<file path="src/design/ihc_pkg.sv">
`timescale 1ns / 1ps
// Package for the IPv4 header checker: verdict codes, item and result types,
// header constants and the ones-complement adder. No dependencies.
package ihc_pkg;

	typedef enum logic [2:0] {
		VERDICT_ACCEPT  = 3'd0,
		VERDICT_ICMP    = 3'd1,
		VERDICT_BADHDR  = 3'd2,
		VERDICT_BADSUM  = 3'd3,
		VERDICT_BADLEN  = 3'd4,
		VERDICT_TRUNC   = 3'd5
	} verdict_t;

	localparam logic [7:0]  PROTO_ICMP    = 8'd1;
	localparam logic [5:0]  MIN_HDR_BYTES = 6'd20;
	localparam logic [3:0]  IP_VERSION    = 4'd4;
	localparam logic [3:0]  MIN_IHL       = 4'd5;
	localparam logic [15:0] SUM_GOOD      = 16'hFFFF;

	localparam logic [5:0] IDX_VER_IHL = 6'd0;
	localparam logic [5:0] IDX_TLEN_HI = 6'd2;
	localparam logic [5:0] IDX_TLEN_LO = 6'd3;
	localparam logic [5:0] IDX_PROTO   = 6'd9;

	typedef struct packed {
		logic [7:0]  packet_byte;
		logic        first_byte;
		logic        last_byte;
		logic [15:0] frame_length;
	} byte_item_t;

	typedef struct packed {
		verdict_t    verdict;
		logic [5:0]  header_length;
		logic [7:0]  protocol;
		logic [15:0] trim_bytes;
	} result_t;

	// 16-bit add with end-around carry
	function automatic logic [15:0] oc_add(input logic [15:0] a, input logic [15:0] b);
		logic [16:0] s;
		begin
			s = {1'b0, a} + {1'b0, b};
			oc_add = s[15:0] + {15'd0, s[16]};
		end
	endfunction

endpackage

</file>
<file path="src/design/ihc_pkt_if.sv">
`timescale 1ns / 1ps
// Valid/ready channel carrying one packet byte with its framing marks.
// Standalone; no package dependency.
interface ihc_pkt_if;
	logic        valid;
	logic        ready;
	logic [7:0]  packet_byte;
	logic        first_byte;
	logic        last_byte;
	logic [15:0] frame_length;

	modport source (output valid, packet_byte, first_byte, last_byte, frame_length,
		input ready);
	modport sink (input valid, packet_byte, first_byte, last_byte, frame_length,
		output ready);
endinterface

</file>
<file path="src/design/ihc_res_if.sv">
`timescale 1ns / 1ps
// Valid/ready channel carrying one header verdict item.
// Standalone; no package dependency.
interface ihc_res_if;
	logic        valid;
	logic        ready;
	logic [2:0]  verdict;
	logic [5:0]  header_length;
	logic [7:0]  protocol;
	logic [15:0] trim_bytes;

	modport source (output valid, verdict, header_length, protocol, trim_bytes,
		input ready);
	modport sink (input valid, verdict, header_length, protocol, trim_bytes,
		output ready);
endinterface

</file>
<file path="src/design/ihc_hdr_track.sv">
`timescale 1ns / 1ps
// Per-packet header state and the per-byte update/verdict logic.
// Depends on ihc_pkg.
module ihc_hdr_track (
	input  logic               clk,
	input  logic               arst_n,
	input  logic               item_valid,
	input  ihc_pkg::byte_item_t item,
	input  logic               drop_icmp,
	output logic               res_valid,
	output ihc_pkg::result_t   res
);
	import ihc_pkg::*;

	logic [5:0]  byte_index_q;
	logic        header_done_q;
	logic [7:0]  version_ihl_q;
	logic [7:0]  proto_q;
	logic [15:0] total_len_q;
	logic [15:0] sum_q;
	logic [7:0]  high_half_q;
	logic [15:0] frame_len_q;

	logic        first, active, done;
	logic [5:0]  idx;
	logic [7:0]  vi_e, vi_n, proto_e, proto_n, high_e, high_n;
	logic [15:0] tl_e, tl_n, sum_e, sum_n, flen_e, trim;
	logic [3:0]  ihl;
	logic [5:0]  hl, need;
	logic [6:0]  idx_inc;
	verdict_t    verdict;

	always_comb begin
		first   = item.first_byte;
		active  = first || !header_done_q;
		// a first byte starts from a cleared packet state
		idx     = first ? 6'd0  : byte_index_q;
		vi_e    = first ? 8'd0  : version_ihl_q;
		proto_e = first ? 8'd0  : proto_q;
		tl_e    = first ? 16'd0 : total_len_q;
		sum_e   = first ? 16'd0 : sum_q;
		high_e  = first ? 8'd0  : high_half_q;
		flen_e  = first ? item.frame_length : frame_len_q;

		vi_n    = (idx == IDX_VER_IHL) ? item.packet_byte : vi_e;
		proto_n = (idx == IDX_PROTO) ? item.packet_byte : proto_e;
		tl_n    = tl_e;
		if (idx == IDX_TLEN_HI) begin
			tl_n = {item.packet_byte, tl_e[7:0]};
		end else if (idx == IDX_TLEN_LO) begin
			tl_n = {tl_e[15:8], item.packet_byte};
		end

		ihl  = vi_n[3:0];
		hl   = {ihl, 2'b00};
		need = (ihl >= MIN_IHL) ? hl : MIN_HDR_BYTES;

		high_n = high_e;
		sum_n  = sum_e;
		if (idx < hl) begin
			if (!idx[0]) begin
				high_n = item.packet_byte;
			end else begin
				sum_n = oc_add(sum_e, {high_e, item.packet_byte});
			end
		end

		idx_inc = {1'b0, idx} + 7'd1;
		done    = idx_inc >= {1'b0, need};

		trim = 16'd0;
		priority if (drop_icmp && proto_n == PROTO_ICMP) begin
			verdict = VERDICT_ICMP;
		end else if (vi_n[7:4] != IP_VERSION || hl < MIN_HDR_BYTES) begin
			verdict = VERDICT_BADHDR;
		end else if (sum_n != SUM_GOOD) begin
			verdict = VERDICT_BADSUM;
		end else if (flen_e < tl_n || tl_n < {10'd0, hl}) begin
			verdict = VERDICT_BADLEN;
		end else begin
			verdict = VERDICT_ACCEPT;
			trim    = flen_e - tl_n;
		end

		res_valid         = item_valid && active && (done || item.last_byte);
		res.verdict       = done ? verdict : VERDICT_TRUNC;
		res.header_length = hl;
		res.protocol      = proto_n;
		res.trim_bytes    = done ? trim : 16'd0;
	end

	always_ff @(posedge clk or negedge arst_n) begin
		if (!arst_n) begin
			byte_index_q  <= '0;
			header_done_q <= 1'b1;
			version_ihl_q <= '0;
			proto_q       <= '0;
			total_len_q   <= '0;
			sum_q         <= '0;
			high_half_q   <= '0;
			frame_len_q   <= '0;
		end else if (item_valid && active) begin
			byte_index_q  <= idx_inc[5:0];
			header_done_q <= done || item.last_byte;
			version_ihl_q <= vi_n;
			proto_q       <= proto_n;
			total_len_q   <= tl_n;
			sum_q         <= sum_n;
			high_half_q   <= high_n;
			frame_len_q   <= flen_e;
		end
	end

endmodule

</file>
<file path="src/design/ipv4_header_checker_unit.sv">
`timescale 1ns / 1ps
// IPv4 header checker, top level. Depends on ihc_pkg, ihc_pkt_if, ihc_res_if,
// ihc_hdr_track.
// Pipeline: a byte accepted into the input register (item_s1) passes through the header
// update/verdict logic, which loads the result register (res_q) that drives the result
// outputs. A byte waits in the input register while a result is held.
// Throughput: one byte per cycle, sustained while results are taken.
// Reset (arst_n low): pipeline empty, waiting for a first byte, drop_icmp = 1.
module ipv4_header_checker_unit (
	input  logic       clk,
	input  logic       arst_n,
	ihc_pkt_if.sink    pkt,
	ihc_res_if.source  result,
	input  logic       cfg_wr_en,
	input  logic       cfg_wr_data
);
	import ihc_pkg::*;

	logic       drop_icmp_q;
	logic       valid_s1;
	byte_item_t item_s1;
	logic       out_valid_q;
	result_t    res_q;
	logic       adv;
	logic       step_valid;
	result_t    step_res;

	assign adv       = !out_valid_q || result.ready;
	assign pkt.ready = !valid_s1 || adv;

	always_ff @(posedge clk or negedge arst_n) begin
		if (!arst_n) begin
			drop_icmp_q <= 1'b1;
		end else if (cfg_wr_en) begin
			drop_icmp_q <= cfg_wr_data;
		end
	end

	always_ff @(posedge clk or negedge arst_n) begin
		if (!arst_n) begin
			valid_s1 <= 1'b0;
		end else if (pkt.ready) begin
			valid_s1 <= pkt.valid;
		end
	end

	always_ff @(posedge clk) begin
		if (pkt.ready && pkt.valid) begin
			item_s1.packet_byte  <= pkt.packet_byte;
			item_s1.first_byte   <= pkt.first_byte;
			item_s1.last_byte    <= pkt.last_byte;
			item_s1.frame_length <= pkt.frame_length;
		end
	end

	ihc_hdr_track u_track (
		.clk        (clk),
		.arst_n     (arst_n),
		.item_valid (valid_s1 && adv),
		.item       (item_s1),
		.drop_icmp  (drop_icmp_q),
		.res_valid  (step_valid),
		.res        (step_res)
	);

	always_ff @(posedge clk or negedge arst_n) begin
		if (!arst_n) begin
			out_valid_q <= 1'b0;
		end else if (adv) begin
			out_valid_q <= step_valid;
		end
	end

	always_ff @(posedge clk) begin
		if (adv && step_valid) begin
			res_q <= step_res;
		end
	end

	assign result.valid         = out_valid_q;
	assign result.verdict       = res_q.verdict;
	assign result.header_length = res_q.header_length;
	assign result.protocol      = res_q.protocol;
	assign result.trim_bytes    = res_q.trim_bytes;

	// input side only stalls when both stages are full and the result is held
	a_ready_stall: assert property (@(posedge clk) disable iff (!arst_n)
		!pkt.ready |-> (valid_s1 && out_valid_q && !result.ready))
		else $error("input stalled without a held result");

	// a new result needs a byte in the input register on the cycle before
	a_res_source: assert property (@(posedge clk) disable iff (!arst_n)
		$rose(out_valid_q) |-> $past(valid_s1))
		else $error("result appeared without a processed byte");

	// trim is only nonzero for accepted packets
	a_trim_accept: assert property (@(posedge clk) disable iff (!arst_n)
		(out_valid_q && res_q.verdict != VERDICT_ACCEPT) |-> (res_q.trim_bytes == 16'd0))
		else $error("trim on a rejected packet");

	// an accepted header is at least the minimum length
	a_accept_hl: assert property (@(posedge clk) disable iff (!arst_n)
		(out_valid_q && res_q.verdict == VERDICT_ACCEPT)
		|-> (res_q.header_length >= MIN_HDR_BYTES))
		else $error("accepted header shorter than minimum");

endmodule
</file>
<file path="src/flat_wrapper.sv">
// flat-port wrapper written by rule: the top's interface ports become plain ports
module ipv4_header_checker_unit_flat import ihc_pkg::*;
  (clk, arst_n, cfg_wr_en, cfg_wr_data, pkt_valid, pkt_packet_byte, pkt_first_byte, pkt_last_byte, pkt_frame_length, pkt_ready, result_valid, result_verdict, result_header_length, result_protocol, result_trim_bytes, result_ready);
  ihc_pkt_if pkt_i ();
  ihc_res_if result_i ();
  input  logic clk;
  input  logic arst_n;
  input  logic cfg_wr_en;
  input  logic cfg_wr_data;
  input wire logic [$bits(pkt_i.valid)-1:0] pkt_valid;
  input wire logic [$bits(pkt_i.packet_byte)-1:0] pkt_packet_byte;
  input wire logic [$bits(pkt_i.first_byte)-1:0] pkt_first_byte;
  input wire logic [$bits(pkt_i.last_byte)-1:0] pkt_last_byte;
  input wire logic [$bits(pkt_i.frame_length)-1:0] pkt_frame_length;
  output wire logic [$bits(pkt_i.ready)-1:0] pkt_ready;
  output wire logic [$bits(result_i.valid)-1:0] result_valid;
  output wire logic [$bits(result_i.verdict)-1:0] result_verdict;
  output wire logic [$bits(result_i.header_length)-1:0] result_header_length;
  output wire logic [$bits(result_i.protocol)-1:0] result_protocol;
  output wire logic [$bits(result_i.trim_bytes)-1:0] result_trim_bytes;
  input wire logic [$bits(result_i.ready)-1:0] result_ready;
  assign pkt_i.valid = pkt_valid;
  assign pkt_i.packet_byte = pkt_packet_byte;
  assign pkt_i.first_byte = pkt_first_byte;
  assign pkt_i.last_byte = pkt_last_byte;
  assign pkt_i.frame_length = pkt_frame_length;
  assign pkt_ready = pkt_i.ready;
  assign result_valid = result_i.valid;
  assign result_verdict = result_i.verdict;
  assign result_header_length = result_i.header_length;
  assign result_protocol = result_i.protocol;
  assign result_trim_bytes = result_i.trim_bytes;
  assign result_i.ready = result_ready;
  ipv4_header_checker_unit u_core (.clk(clk), .arst_n(arst_n), .pkt(pkt_i), .result(result_i), .cfg_wr_en(cfg_wr_en), .cfg_wr_data(cfg_wr_data));
endmodule
</file>
<file path="config.mk">
export PLATFORM = sky130hd
export DESIGN_NAME = ipv4_header_checker_unit_flat
export DESIGN_NICKNAME = d
export VERILOG_FILES = /design/src/design/ihc_pkg.sv /design/src/design/ihc_pkt_if.sv /design/src/design/ihc_res_if.sv /design/src/design/ihc_hdr_track.sv /design/src/design/ipv4_header_checker_unit.sv /design/src/flat_wrapper.sv
export SDC_FILE = /design/constraint.sdc
export NUM_CORES = 1
export LEC_CHECK = 0
export BUFFER_PORTS_ARGS = -buffer_cell sky130_fd_sc_hd__buf_4
export CORE_MARGIN = 2
export CORE_UTILIZATION = 40
export CTS_CLUSTER_SIZE = 40
export DETAILED_ROUTE_END_ITERATION = 16
export MAX_ROUTING_LAYER = met4
export PLACE_DENSITY_LB_ADDON = 0.1
export RECOVER_POWER = 100
export REMOVE_ABC_BUFFERS = 1
export SLEW_MARGIN = 20
export SYNTH_ARGS = -nofsm -noshare
export SYNTH_HDL_FRONTEND = slang
export SYNTH_SLANG_ARGS = --single-unit
</file>
<file path="constraint.sdc">
create_clock -name clk -period 7.5 [get_ports clk]
set_clock_uncertainty 0.1 [all_clocks]
set_input_delay 0.75 -clock clk [delete_from_list [all_inputs] [get_ports clk]]
set_output_delay 0.75 -clock clk [all_outputs]
set_load 0.02 [all_outputs]
</file>
==> metrics.txt, run 1 <==
# TYPE chip_impl_metric gauge
chip_impl_metric{name="setup_tns",unit="ns"} 0
chip_impl_info{name="topRoutingLayerUsed",value="met4"} 1
chip_impl_metric{name="dpl.cell_count",unit=""} 1144
chip_impl_metric{name="grt_overflow",unit=""} 0
chip_impl_metric{name="initial_utilization",unit="%"} 40.8
chip_impl_metric{name="weighted_congestion_reported_at_the_end_of_routability_driven_placement",unit=""} 0.894
chip_impl_info{name="outcome",value="complete, but fails checks"} 1
chip_impl_metric{name="number_of_distinct_library_cells_after_synthesis",unit=""} 78
chip_impl_metric{name="final.fill_count",unit=""} 1919
chip_impl_metric{name="detail_route.drc_violations",unit=""} 0
chip_impl_metric{name="synth_top_area_share",unit="%"} 24.3
chip_impl_info{name="dominantRegCellSynth",value="sky130_fd_sc_hd__dfrtp_1"} 1
chip_impl_metric{name="buf_inv_on_cp",unit=""} 1
chip_impl_info{name="layout_common_cells",value="sky130_fd_sc_hd__nand2_1, sky130_fd_sc_hd__dfrtp_1, sky130_fd_sc_hd__o21ai_0"} 1
chip_impl_metric{name="crit_arrival",unit="ns"} 6.63
chip_impl_metric{name="power.ir.vdd_worst",unit="mV"} 0.182
chip_impl_metric{name="firstDrtPassIters",unit=""} 4
chip_impl_metric{name="finalSetupViolations",unit=""} 0
chip_impl_metric{name="antenna_left",unit=""} 0
chip_impl_info{name="setup.worst_path.start",value="u_core.item_s1[17]"} 1
chip_impl_metric{name="floorplan.core_area",unit="um^2"} 20200
chip_impl_metric{name="crit_required",unit="ns"} 7.63
chip_impl_info{name="layout_commonest_cell",value="sky130_fd_sc_hd__nand2_1"} 1
chip_impl_metric{name="worst-path-stages",unit=""} 23
chip_impl_metric{name="grt_pass1_wl",unit="mm"} 35.1
chip_impl_metric{name="finalWirelength",unit="mm"} 21.7
chip_impl_info{name="ctsRootBufferMaster",value="sky130_fd_sc_hd__clkbuf_16"} 1
chip_impl_metric{name="leakage",unit="nW"} 3.93
chip_impl_metric{name="yosys_register_bits",unit=""} 139
chip_impl_metric{name="top_level_ports",unit=""} 67
chip_impl_metric{name="synthesis.instances",unit=""} 843
chip_impl_metric{name="design.final.nets",unit=""} 969
chip_impl_metric{name="met3_length",unit="um"} 555
chip_impl_metric{name="grt_antenna_before_repair",unit=""} 0
chip_impl_metric{name="critical-path-max-stage-delay",unit="ns"} 0.61
chip_impl_metric{name="pwr_density_cell",unit="nW/um^2"} 352
chip_impl_metric{name="num_vias",unit=""} 6501
chip_impl_info{name="path_delay_family",value="simple AND/OR/NAND/NOR gates"} 1
chip_impl_metric{name="count_of_max_cap_constraint_violations",unit=""} 6
chip_impl_metric{name="cts_setup_buffers",unit=""} 0
chip_impl_metric{name="cts_num_sinks",unit=""} 139
chip_impl_metric{name="die_height",unit="um"} 148
chip_impl_info{name="critical_path.slowest_cell",value="sky130_fd_sc_hd__nor4_1"} 1
chip_impl_metric{name="floorplan.die_area",unit="um^2"} 21800
chip_impl_metric{name="reg2reg_setup_slack",unit="ns"} 1.0
chip_impl_metric{name="ys_async_sr_fraction",unit="%"} 59.0
chip_impl_info{name="rsz_0062_raised_after_global_routing",value="no"} 1
chip_impl_info{name="hold_path_class",value="reg -> reg"} 1
chip_impl_metric{name="timing.max_slew.rel_slack",unit="%"} -123
chip_impl_info{name="synth_largest_area_cell",value="sky130_fd_sc_hd__dfrtp_1"} 1
chip_impl_info{name="path_class",value="reg -> reg"} 1
chip_impl_info{name="worstPathCellList",value="buf_4 -> nor2b_1 -> ha_1 -> a21o_1 -> maj3_1 -> o22ai_1 -> o21ai_0 -> nand3_1 -> a21oi_1 -> a21o_1 -> a21o_1 -> ha_1 -> ha_1 -> nand2_1 -> nor2_1 -> nand4_1 -> nor3_1 -> xor2_1 -> a2111oi_0 -> nand4_1 -> nor4_1 -> nand4_2 -> nor3_1"} 1
chip_impl_metric{name="final_max_slew_viol_count",unit=""} 268
chip_impl_metric{name="final_layout_size_suffix_gt1_share",unit="%"} 13.5
chip_impl_metric{name="period_minus_slack",unit="ns"} 6.50
chip_impl_metric{name="ys_warn_count",unit=""} 0
chip_impl_metric{name="portBuffers",unit=""} 64
chip_impl_metric{name="synth-seq-area-share",unit="%"} 45.6
chip_impl_metric{name="clk_pin_slew_worst_paths",unit="ns"} 0.06
chip_impl_metric{name="placementRows",unit=""} 52
chip_impl_metric{name="critical_path_peak_fanout",unit=""} 45
chip_impl_metric{name="post_drt_via_cell_ratio",unit=""} 5.53
chip_impl_metric{name="cts-resized-gates",unit=""} 0
chip_impl_metric{name="clk_latency",unit="ns"} 0.42
chip_impl_metric{name="cts_buffers",unit=""} 17
chip_impl_metric{name="post_synth.cell_area_avg",unit="um^2"} 9.79
chip_impl_info{name="end_kind",value="flip-flop"} 1
chip_impl_metric{name="ctsHtreeMaxLevel",unit=""} 4
chip_impl_metric{name="grt.total_usage",unit="%"} 21.4
chip_impl_info{name="yosys-top-cells-area",value="sky130_fd_sc_hd__dfrtp_1, sky130_fd_sc_hd__edfxtp_1, sky130_fd_sc_hd__ha_1, sky130_fd_sc_hd__nand2_1, sky130_fd_sc_hd__mux2_2"} 1
chip_impl_metric{name="antenna_cells_inserted",unit=""} 0
chip_impl_metric{name="detail_route.iter0.violations",unit=""} 326
chip_impl_metric{name="reg2reg_depth",unit=""} 23
chip_impl_metric{name="worst_slew_pin_slew",unit="ns"} 3.35
chip_impl_metric{name="wl_per_cell",unit="um"} 18.5
chip_impl_metric{name="cts_buffer_depth",unit=""} 2
chip_impl_metric{name="achievable-frequency",unit="MHz"} 154
chip_impl_metric{name="routed_length_on_met1",unit="mm"} 9.50
chip_impl_metric{name="final_report_hold_violation_count",unit=""} 0
chip_impl_info{name="worstReg2RegEnd",value="u_core.result.trim_bytes[6]"} 1
chip_impl_metric{name="area_growth_syn_to_layout",unit="%"} 14.0
chip_impl_metric{name="synth_edf_count",unit=""} 57
chip_impl_metric{name="cts-hold-fix-buffers",unit=""} 0
chip_impl_metric{name="grt_start_max_net_pins",unit=""} 84
chip_impl_metric{name="detailedPlacementHpwl",unit="mm"} 15.3
chip_impl_metric{name="final_min_period_over_clock_period",unit="%"} 86.7
chip_impl_info{name="cts_tree",value="done"} 1
chip_impl_metric{name="die-width",unit="um"} 148
chip_impl_info{name="cp-endpoint",value="u_core.result.trim_bytes[6]"} 1
chip_impl_info{name="worst_setup_path_start_kind",value="flip-flop"} 1
chip_impl_metric{name="mappedNetlistArea",unit="um^2"} 8250
chip_impl_info{name="failed_checks",value="capacitance limit, slew limit"} 1
chip_impl_info{name="reg2reg_from",value="u_core.item_s1[17]"} 1
chip_impl_metric{name="met2RoutedLength",unit="mm"} 11.1
chip_impl_metric{name="first_global_vias",unit=""} 6555
chip_impl_metric{name="final_cell_count_no_fill",unit=""} 1176
through the flow:
stage	cell area [um^2]	setup WS [ns]	utilization [%]	power, mW	hold slack [ns]
6_report	9410	1.00	46.5	3.31	0.374
3_5_place_dp	8950	1.29	44.2	2.46	0.364
2_1_floorplan	8070	0.630	-	2.08	0.342
4_1_cts	9560	1.21	47.3	3.36	0.151
3_3_place_gp	8950	1.45	44.2	2.44	0.354
5_1_grt	9410	0.331	46.5	3.55	0.404
report_power, final:
part | switching [mW] | total (mW) | internal, mW | leakage (nW)
clock | 0.349 | 0.881 | 0.532 | 0.291
sequential | 0.150 | 1.15 | 0.996 | 1.61
combinational | 0.770 | 1.28 | 0.513 | 2.03
final cells by class:
class,instances,area (um^2),area share [%]
inverter,34,128,1.36
sequential,139,3770,40.0
multi-input combinational,630,4180,44.4
tap,270,338,3.59
clock buffer,19,433,4.60
clock inverter,13,178,1.89
timing repair buffer,71,387,4.11
cell usage after synthesis (all sizes together) (8+ instances only):
master / number
nand3: 26
nor3: 19
inv: 33
dfrtp: 80
a31oi: 29
nand2: 95
o21ai: 70
a21oi: 22
and2: 8
buf: 17
xnor2: 23
a22o: 12
or2: 8
a22oi: 8
edfxtp: 57
xor2: 17
nor2b: 32
a21o: 14
nor2: 68
nand4: 12
ha: 42
clkbuf: 24
mux2: 31
worst register-to-register path, cell delays in order, from the launching register on:
cell	delay, ns
sky130_fd_sc_hd__edfxtp_1	0.45
sky130_fd_sc_hd__buf_4	0.45
sky130_fd_sc_hd__nor2b_1	0.11
sky130_fd_sc_hd__ha_1	0.33
sky130_fd_sc_hd__a21o_1	0.20
sky130_fd_sc_hd__maj3_1	0.40
sky130_fd_sc_hd__o22ai_1	0.31
sky130_fd_sc_hd__o21ai_0	0.18
sky130_fd_sc_hd__nand3_1	0.12
sky130_fd_sc_hd__a21oi_1	0.10
sky130_fd_sc_hd__a21o_1	0.19
sky130_fd_sc_hd__a21o_1	0.18
sky130_fd_sc_hd__ha_1	0.21
sky130_fd_sc_hd__ha_1	0.21
sky130_fd_sc_hd__nand2_1	0.06
sky130_fd_sc_hd__nor2_1	0.06
sky130_fd_sc_hd__nand4_1	0.21
sky130_fd_sc_hd__nor3_1	0.11
sky130_fd_sc_hd__xor2_1	0.19
sky130_fd_sc_hd__a2111oi_0	0.49
sky130_fd_sc_hd__nand4_1	0.16
sky130_fd_sc_hd__nor4_1	0.61
sky130_fd_sc_hd__nand4_2	0.55
sky130_fd_sc_hd__nor3_1	0.36
worst min-delay path by stage:
| stage | slack, ns | cells past startpoint | startpoint | endpoint |
|---|---|---|---|---|
| 4_1_cts | 0.15 | 1 | arst_n | u_core.u_track.frame_len_q[2] |
| 5_1_grt | 0.40 | 2 | u_core.u_track.proto_q[1] | u_core.u_track.proto_q[1] |
| 6_report | 0.37 | 2 | u_core.u_track.version_ihl_q[2] | u_core.u_track.version_ihl_q[2] |
| 3_5_place_dp | 0.36 | 2 | u_core.u_track.proto_q[3] | u_core.u_track.proto_q[3] |
| 2_1_floorplan | 0.34 | 2 | u_core.u_track.version_ihl_q[1] | u_core.u_track.version_ihl_q[1] |
| 3_3_place_gp | 0.35 | 2 | u_core.u_track.version_ihl_q[1] | u_core.u_track.version_ihl_q[1] |
layer usage:
metal / up-vias / GRT usage (%)
li1: 3144 / -
met1: 3201 / 25.9
met2: 126 / 36.5
met3: 30 / 3.12
met4: 0 / 7.45
met5: - / -
registers in the layout (all words and copies together) (netlist names):
register / flops
u_core.u_track.version_ihl_q: 8
u_core.result.trim_bytes: 16
u_core.u_track.frame_len_q: 16
u_core.u_track.high_half_q: 8
u_core.u_track.total_len_q: 16
u_core.result.header_length: 4
u_core.result.protocol: 8
u_core.result.verdict: 3
u_core.drop_icmp_q: 1
u_core.u_track.byte_index_q: 6
u_core.result.valid: 1
u_core.valid_s1: 1
u_core.u_track.sum_q: 16
u_core.u_track.proto_q: 8
u_core.item_s1: 26
u_core.u_track.header_done_q: 1
logic make-up (layout without fill, tap and decap cells):
logic type	Yosys count	in the layout	synth area share, %
simple gates	306	306	18.8
compound gates	204	204	16.0
flops	139	139	45.6
buf+inv	75	137	3.85
fa+ha+maj	46	46	7.11
xor+xnor	40	40	4.24
mux	32	32	4.35
other cells	1	2	0.0454
No activity file was read; power rests on OpenSTA's default activity.
==> run 2: changes to the inputs <==
ABC_AREA = 1   (was unset)
BUFFER_PORTS_ARGS = unset   (was -buffer_cell sky130_fd_sc_hd__buf_4)
DONT_BUFFER_PORTS = 1   (was unset)
==> metrics.txt, run 2 <==
# TYPE chip_impl_metric gauge
chip_impl_metric{name="top_level_ports",unit=""} 67
chip_impl_metric{name="grt_start_max_net_pins",unit=""} 81
chip_impl_metric{name="die_height",unit="um"} 153
chip_impl_metric{name="final_max_slew_viol_count",unit=""} 162
chip_impl_metric{name="crit_arrival",unit="ns"} 6.57
chip_impl_metric{name="placementRows",unit=""} 54
chip_impl_metric{name="detail_route.iter0.violations",unit=""} 540
chip_impl_metric{name="worst_hold_slack",unit="ns"} 0.0491
chip_impl_metric{name="cts_num_sinks",unit=""} 139
chip_impl_info{name="outcome",value="complete, but fails checks"} 1
chip_impl_metric{name="design.final.nets",unit=""} 1201
chip_impl_metric{name="finalWirelength",unit="mm"} 23.4
chip_impl_metric{name="seq_power_share",unit="%"} 33.6
chip_impl_metric{name="antenna_cells_inserted",unit=""} 0
chip_impl_metric{name="final_min_period_over_clock_period",unit="%"} 83.8
chip_impl_info{name="top_register",value="u_core.item_s1"} 1
chip_impl_metric{name="detailedPlacementHpwl",unit="mm"} 16.3
chip_impl_metric{name="cts-resized-gates",unit=""} 0
chip_impl_metric{name="yosys_register_bits",unit=""} 139
chip_impl_metric{name="antenna_left",unit=""} 0
chip_impl_info{name="worstPathCellList",value="buf_4 -> nor2_1 -> nor3_2 -> clkbuf_1 -> inv_1 -> buf_4 -> a21oi_1 -> o21ai_0 -> nand2_1"} 1
chip_impl_metric{name="mappedNetlistArea",unit="um^2"} 8880
chip_impl_metric{name="synth_edf_count",unit=""} 57
chip_impl_metric{name="finalSetupViolations",unit=""} 0
chip_impl_metric{name="cts_buffer_depth",unit=""} 2
chip_impl_info{name="end_kind",value="flip-flop"} 1
chip_impl_metric{name="swShare",unit="%"} 44.2
chip_impl_info{name="hold_path_class",value="in -> async"} 1
chip_impl_info{name="failed_checks",value="capacitance limit, slew limit"} 1
chip_impl_info{name="most_frequent_cell_after_synthesis",value="sky130_fd_sc_hd__nand2_1"} 1
chip_impl_info{name="synth_largest_area_cell",value="sky130_fd_sc_hd__dfrtp_1"} 1
chip_impl_metric{name="firstDrtPassIters",unit=""} 7
chip_impl_info{name="layout_common_cells",value="sky130_fd_sc_hd__nand2_1, sky130_fd_sc_hd__o21ai_0, sky130_fd_sc_hd__inv_1"} 1
chip_impl_metric{name="area_growth_syn_to_layout",unit="%"} 7.63
chip_impl_metric{name="largest_reg_flops",unit=""} 26
chip_impl_info{name="ctsRootBufferMaster",value="sky130_fd_sc_hd__clkbuf_16"} 1
chip_impl_metric{name="leakage",unit="nW"} 4.40
chip_impl_metric{name="pwr_density_cell",unit="nW/um^2"} 356
chip_impl_metric{name="final.fill_count",unit=""} 2187
chip_impl_metric{name="initial_utilization",unit="%"} 40.7
chip_impl_info{name="setup.worst_path.start",value="u_core.item_s1[17]"} 1
chip_impl_info{name="critical_path.slowest_cell",value="sky130_fd_sc_hd__clkbuf_1"} 1
chip_impl_metric{name="final_layout_size_suffix_gt1_share",unit="%"} 8.26
chip_impl_metric{name="weighted_congestion_reported_at_the_end_of_routability_driven_placement",unit=""} 0.881
chip_impl_metric{name="detail_route.drc_violations",unit=""} 0
chip_impl_metric{name="worst_slew_pin_slew",unit="ns"} 4.72
chip_impl_metric{name="timing.max_slew.rel_slack",unit="%"} -215
chip_impl_metric{name="ys_warn_count",unit=""} 0
chip_impl_metric{name="net-switching-power",unit="mW"} 1.51
chip_impl_metric{name="grt.total_usage",unit="%"} 21.2
chip_impl_info{name="layout_commonest_cell",value="sky130_fd_sc_hd__nand2_1"} 1
chip_impl_metric{name="num_vias",unit=""} 7259
chip_impl_metric{name="final_cell_count_no_fill",unit=""} 1418
chip_impl_metric{name="floorplan.die_area",unit="um^2"} 23400
chip_impl_metric{name="synthesis.instances",unit=""} 1138
chip_impl_info{name="worst_setup_path_start_kind",value="flip-flop"} 1
chip_impl_metric{name="dpl.cell_count",unit=""} 1385
chip_impl_metric{name="wl_per_cell",unit="um"} 16.5
chip_impl_metric{name="number_of_distinct_library_cells_after_synthesis",unit=""} 48
chip_impl_info{name="critical-path-top-cell-by-count",value="sky130_fd_sc_hd__buf_4"} 1
chip_impl_metric{name="post_synth.cell_area_avg",unit="um^2"} 7.81
chip_impl_metric{name="critical_path_peak_fanout",unit=""} 80
chip_impl_info{name="cts_tree",value="done"} 1
chip_impl_metric{name="pwr-share-comb",unit="%"} 41.6
chip_impl_metric{name="clockPowerShare",unit="%"} 24.8
chip_impl_info{name="netlist_top_cells_count",value="sky130_fd_sc_hd__nand2_1, sky130_fd_sc_hd__o21ai_0, sky130_fd_sc_hd__inv_1, sky130_fd_sc_hd__nand3_1, sky130_fd_sc_hd__dfrtp_1"} 1
chip_impl_info{name="dominantRegCellSynth",value="sky130_fd_sc_hd__dfrtp_1"} 1
chip_impl_metric{name="crit_required",unit="ns"} 7.78
chip_impl_metric{name="count_of_max_cap_constraint_violations",unit=""} 2
chip_impl_metric{name="grt_overflow",unit=""} 0
chip_impl_metric{name="synth-seq-area-share",unit="%"} 42.4
chip_impl_metric{name="grt_antenna_before_repair",unit=""} 0
chip_impl_metric{name="grt_pass1_wl",unit="mm"} 37.9
chip_impl_info{name="rsz_0062_raised_after_global_routing",value="no"} 1
chip_impl_metric{name="final_report_hold_violation_count",unit=""} 0
chip_impl_info{name="yosys-top-cells-area",value="sky130_fd_sc_hd__dfrtp_1, sky130_fd_sc_hd__edfxtp_1, sky130_fd_sc_hd__nand2_1, sky130_fd_sc_hd__o21ai_0, sky130_fd_sc_hd__ha_1"} 1
chip_impl_metric{name="internal_power_contribution",unit="mW"} 1.90
chip_impl_info{name="path_class",value="reg -> reg"} 1
chip_impl_metric{name="ys_async_sr_fraction",unit="%"} 59.0
chip_impl_metric{name="critical-path-max-stage-delay",unit="ns"} 2.39
chip_impl_metric{name="cts_buffers",unit=""} 17
chip_impl_metric{name="portBuffers",unit=""} 0
chip_impl_metric{name="synth_top_area_share",unit="%"} 22.5
chip_impl_metric{name="period_minus_slack",unit="ns"} 6.29
chip_impl_metric{name="power.ir.vdd_worst",unit="mV"} 0.173
chip_impl_metric{name="clk_pin_slew_worst_paths",unit="ns"} 0.07
chip_impl_info{name="reg2reg_from",value="u_core.item_s1[17]"} 1
chip_impl_metric{name="post_drt_via_cell_ratio",unit=""} 5.12
chip_impl_metric{name="first_global_vias",unit=""} 6856
chip_impl_metric{name="floorplan.core_area",unit="um^2"} 21800
chip_impl_metric{name="die-width",unit="um"} 153
chip_impl_metric{name="clk_latency",unit="ns"} 0.44
chip_impl_metric{name="achievable-frequency",unit="MHz"} 159
chip_impl_metric{name="ctsHtreeMaxLevel",unit=""} 4
## run 2: cell count changes in the layout (fill, tap and decap cells not counted), sizes merged, moves of 31 or more
cell / change
clkbuf: -65
inv: +115
mux2: -31
nand2: +231
nand3: +67
nor2b: -32
o21ai: +87
## run 2: logic make-up (layout without fill, tap and decap cells)
logic type                 after synthesis  after routing  synth area share, %
xor gates and xnor gates                19             19                 1.87
adders and majority gates               44             44                 6.37
other                                    1              2               0.0422
DFF                                    139            139                 42.4
AOI/OAI and AO/OA                      203            203                 12.1
muxes                                    1              1                0.113
buffers and inverters                  185            184                 8.62
and+or+nand+nor                        546            546                 28.5
## run 2: per-stage QoR
| step | power (mW) | util, % | setup slack (ns) | TNS (ns) | cell area (um^2) |
|---|---|---|---|---|---|
| floorplan | 2.22 | - | -0.824 | -32.76 | 8680 |
| global placement | 2.58 | 41.6 | 1.77 | 0 | 9070 |
| detailed placement | 2.59 | 41.6 | 1.68 | 0 | 9070 |
| CTS | 3.45 | 44.4 | 1.63 | 0 | 9680 |
| global route | 3.70 | 43.8 | 0.629 | 0 | 9560 |
| finish | 3.41 | 43.8 | 1.21 | 0 | 9560 |
## run 2: timing repair
action / 4_1_cts / 5_1_grt
buffers inserted: 0 / 0
hold endpoints to repair: 80 / 0
hold buffers: 1 / 0
## run 2: worst max-delay path, delay by kind of cell (launching register included)
kind	cells	cell delay, ns
and+or+nand+nor	3	0.35
buffers and inverters	4	4.59
AOI/OAI and AO/OA	2	0.29
DFF	1	0.84
## run 2: area by class of cell
type                            count  area [um^2]  share of cell area [%]
Clock inverter                     15          158                    1.65
Inverter                          146          556                    5.81
Clock buffer                       17          425                    4.45
Tap cell                          280          350                    3.66
Multi-Input combinational cell    815         4270                    44.7
Sequential cell                   139         3770                    39.4
Timing Repair Buffer                6         35.0                   0.366
## run 2: power by group through the flow
| stage | clock (mW) | sequential (mW) | combinational (mW) |
|---|---|---|---|
| 6_report | 0.847 | 1.14 | 1.42 |
| 5_1_grt | 0.897 | 1.17 | 1.63 |
| 4_1_cts | 0.863 | 1.14 | 1.45 |
| 3_5_place_dp | 0 | 1.16 | 1.43 |
| 3_3_place_gp | 0 | 1.15 | 1.43 |
| 2_1_floorplan | 0 | 1.13 | 1.09 |
## run 2: worst paths after layout
kind                       cells after the start                             end  slack (ns)
max                                            9   u_core.u_track.high_half_q[2]        1.21
min reg2reg                                    2       u_core.u_track.proto_q[2]        0.38
min                                            0    u_core.u_track.header_done_q        0.05
min in group clk                               1              u_core.drop_icmp_q        0.30
max reg2reg                                    9   u_core.u_track.high_half_q[2]        1.21
max in group asynchronous                      1  u_core.u_track.byte_index_q[4]        2.73
## run 2: layer usage
layer,share of wire [%],up-vias,wire [um],track usage (%)
met4,1.3,0,301,5.82
met2,43,183,10100,30.9
met5,0,-,0,-
met1,51,3350,11800,30.7
met3,5.0,22,1170,3.15
li1,-,3704,-,-
==> run 3: changes to the inputs <==
clock period = 6.15 ns   (was 7.5 ns; I/O delays follow)
==> metrics.txt, run 3 (synthesized netlist as in run 2, its figures left out) <==
# TYPE chip_impl_metric gauge
chip_impl_info{name="outcome",value="complete, but fails checks"} 1
chip_impl_info{name="failed_checks",value="capacitance limit, slew limit"} 1
chip_impl_info{name="layout_common_cells",value="sky130_fd_sc_hd__nand2_1, sky130_fd_sc_hd__o21ai_0, sky130_fd_sc_hd__inv_1"} 1
chip_impl_metric{name="critical-path-max-stage-delay",unit="ns"} 0.50
chip_impl_metric{name="crit_arrival",unit="ns"} 5.60
chip_impl_metric{name="final_min_period_over_clock_period",unit="%"} 88.4
chip_impl_metric{name="grt_pass1_wl",unit="mm"} 36.8
chip_impl_metric{name="antenna_left",unit=""} 0
chip_impl_metric{name="internal_power_contribution",unit="mW"} 2.36
chip_impl_metric{name="grt_antenna_before_repair",unit=""} 0
chip_impl_metric{name="portBuffers",unit=""} 0
chip_impl_metric{name="net-switching-power",unit="mW"} 1.81
chip_impl_metric{name="pwr_density_cell",unit="nW/um^2"} 431
chip_impl_info{name="path_delay_family",value="simple AND/OR/NAND/NOR gates"} 1
chip_impl_info{name="rsz_0062_raised_after_global_routing",value="no"} 1
chip_impl_metric{name="clk_pin_slew_worst_paths",unit="ns"} 0.06
chip_impl_metric{name="critical_path_peak_fanout",unit=""} 16
chip_impl_metric{name="post_drt_via_cell_ratio",unit=""} 5.08
chip_impl_metric{name="count_of_max_cap_constraint_violations",unit=""} 2
chip_impl_metric{name="crit_required",unit="ns"} 6.31
chip_impl_metric{name="die_height",unit="um"} 153
chip_impl_metric{name="detail_route.iter0.violations",unit=""} 494
chip_impl_metric{name="detail_route.drc_violations",unit=""} 0
chip_impl_metric{name="detailedPlacementHpwl",unit="mm"} 16.3
chip_impl_metric{name="final_report_hold_violation_count",unit=""} 0
chip_impl_metric{name="grt_start_max_net_pins",unit=""} 83
chip_impl_metric{name="clk_latency",unit="ns"} 0.42
chip_impl_info{name="critical-path-top-cell-by-count",value="sky130_fd_sc_hd__nand2_1"} 1
chip_impl_metric{name="leakage",unit="nW"} 4.46
chip_impl_info{name="ctsRootBufferMaster",value="sky130_fd_sc_hd__clkbuf_16"} 1
chip_impl_metric{name="top_level_ports",unit=""} 67
chip_impl_metric{name="initial_utilization",unit="%"} 40.7
chip_impl_metric{name="weighted_congestion_reported_at_the_end_of_routability_driven_placement",unit=""} 0.915
chip_impl_metric{name="die-width",unit="um"} 153
chip_impl_metric{name="final_cell_count_no_fill",unit=""} 1427
chip_impl_metric{name="finalWirelength",unit="mm"} 22.7
chip_impl_metric{name="ctsHtreeMaxLevel",unit=""} 4
chip_impl_metric{name="seq_power_share",unit="%"} 33.4
chip_impl_info{name="layout_commonest_cell",value="sky130_fd_sc_hd__nand2_1"} 1
chip_impl_metric{name="grt.total_usage",unit="%"} 20.4
chip_impl_metric{name="final_max_slew_viol_count",unit=""} 164
chip_impl_metric{name="cts_buffers",unit=""} 17
chip_impl_metric{name="period_minus_slack",unit="ns"} 5.44
chip_impl_metric{name="area_growth_syn_to_layout",unit="%"} 8.82
chip_impl_metric{name="worst_hold_slack",unit="ns"} 0.176
chip_impl_metric{name="cts_num_sinks",unit=""} 139
chip_impl_metric{name="num_vias",unit=""} 7247
chip_impl_metric{name="floorplan.die_area",unit="um^2"} 23400
chip_impl_info{name="worst_setup_path_start_kind",value="flip-flop"} 1
chip_impl_metric{name="report.power.total",unit="mW"} 4.17
chip_impl_metric{name="largest_reg_flops",unit=""} 26
chip_impl_metric{name="achievable-frequency",unit="MHz"} 184
chip_impl_info{name="end_kind",value="flip-flop"} 1
chip_impl_metric{name="cts_setup_buffers",unit=""} 0
chip_impl_metric{name="worst_slew_pin_slew",unit="ns"} 4.82
chip_impl_metric{name="clockPowerShare",unit="%"} 24.3
chip_impl_metric{name="grt_overflow",unit=""} 0
chip_impl_metric{name="finalSetupViolations",unit=""} 0
chip_impl_info{name="cts_tree",value="done"} 1
chip_impl_metric{name="design.final.nets",unit=""} 1208
chip_impl_metric{name="dpl.cell_count",unit=""} 1392
chip_impl_metric{name="floorplan.core_area",unit="um^2"} 21800
chip_impl_metric{name="final_layout_size_suffix_gt1_share",unit="%"} 9.26
chip_impl_metric{name="placementRows",unit=""} 54
chip_impl_info{name="path_class",value="reg -> reg"} 1
chip_impl_metric{name="timing.max_slew.rel_slack",unit="%"} -222
chip_impl_metric{name="cts_buffer_depth",unit=""} 2
chip_impl_metric{name="firstDrtPassIters",unit=""} 5
chip_impl_metric{name="buf_inv_on_cp",unit=""} 2
chip_impl_metric{name="swShare",unit="%"} 43.4
chip_impl_metric{name="power.ir.vdd_worst",unit="mV"} 0.266
chip_impl_info{name="top_register",value="u_core.item_s1"} 1
chip_impl_metric{name="first_global_vias",unit=""} 6815
chip_impl_metric{name="wl_per_cell",unit="um"} 15.9
chip_impl_info{name="critical_path.slowest_cell",value="sky130_fd_sc_hd__edfxtp_1"} 1
chip_impl_metric{name="pwr-share-comb",unit="%"} 42.3
chip_impl_info{name="hold_path_class",value="in -> reg"} 1
## run 3: cell types whose count changed in the layout (fill, tap and decap cells not counted), moves of 3 or more
| cell | previous run | this run |
|---|---|---|
| sky130_fd_sc_hd__buf_4 | 3 | 7 |
| sky130_fd_sc_hd__clkinv_4 | 1 | 4 |
| sky130_fd_sc_hd__nor2_1 | 82 | 77 |
| sky130_fd_sc_hd__nor2_4 | 7 | 11 |
## run 3: area by class of cell
| cell class | count | area (um^2) |
|---|---|---|
| well taps | 280 | 350 |
| flip-flops and latches | 139 | 3770 |
| multi-input cells | 815 | 4330 |
| clock buffers | 19 | 464 |
| diodes | 2 | 5.00 |
| fillers | 2217 | 12200 |
| repair buffers | 13 | 77.6 |
| clock inverters | 13 | 123 |
| inverters | 146 | 556 |
## run 3: power by group through the flow
stage	clock network, mW	registers, mW	logic [mW]
after global placement	0	1.41	1.77
after detailed placement	0	1.41	1.77
after global routing	1.08	1.42	2.03
final	1.01	1.39	1.76
after floorplan	0	1.38	1.33
after CTS	1.04	1.39	1.79
## run 3: final timing paths
kind,start,end,slack [ns],depth (start not counted)
setup reg to reg,u_core.item_s1[17],u_core.result.trim_bytes[6],0.71,33
min in group asynchronous,arst_n,u_core.u_track.frame_len_q[10],1.81,1
hold reg to reg,u_core.u_track.proto_q[5],u_core.u_track.proto_q[5],0.38,2
setup / recovery,u_core.item_s1[17],u_core.result.trim_bytes[6],0.71,33
max in group asynchronous,arst_n,u_core.u_track.high_half_q[3],1.43,1
hold / removal,cfg_wr_en,u_core.drop_icmp_q,0.18,1
## run 3: routing by layer
metal,track usage (%),vias to the layer above,wire [um]
li1,-,3725,-
met4,4.81,0,248
met5,-,-,0
met2,29.9,138,9710
met3,2.89,20,856
met1,30.0,3364,11900
## run 3: timing repair
action / 4_1_cts / 5_1_grt
endpoints found under the setup margin: 0 / 0
endpoints found under the hold margin: 82 / 0
hold buffers: 1 / 0
gates resized for setup: 0 / 0
## run 3: through the flow
step	util, %	TNS (ns)	worst slack, ns	instance area, um^2
final	44.3	0	0.712	9670
after global routing	44.3	0	0.124	9660
after CTS	44.6	0	0.727	9740
after detailed placement	41.8	0	0.743	9120
after global placement	41.8	0	0.948	9120
after floorplan	-	-116.73	-2.17	8680
## run 3: worst reg2reg max path, delay by kind of cell (launching register included)
kind	cells	cell delay, ns
and+or+nand+nor	27	3.20
adders and majority gates	2	0.62
buffers and inverters	2	0.57
DFF	1	0.50
AOI/OAI and AO/OA	2	0.30
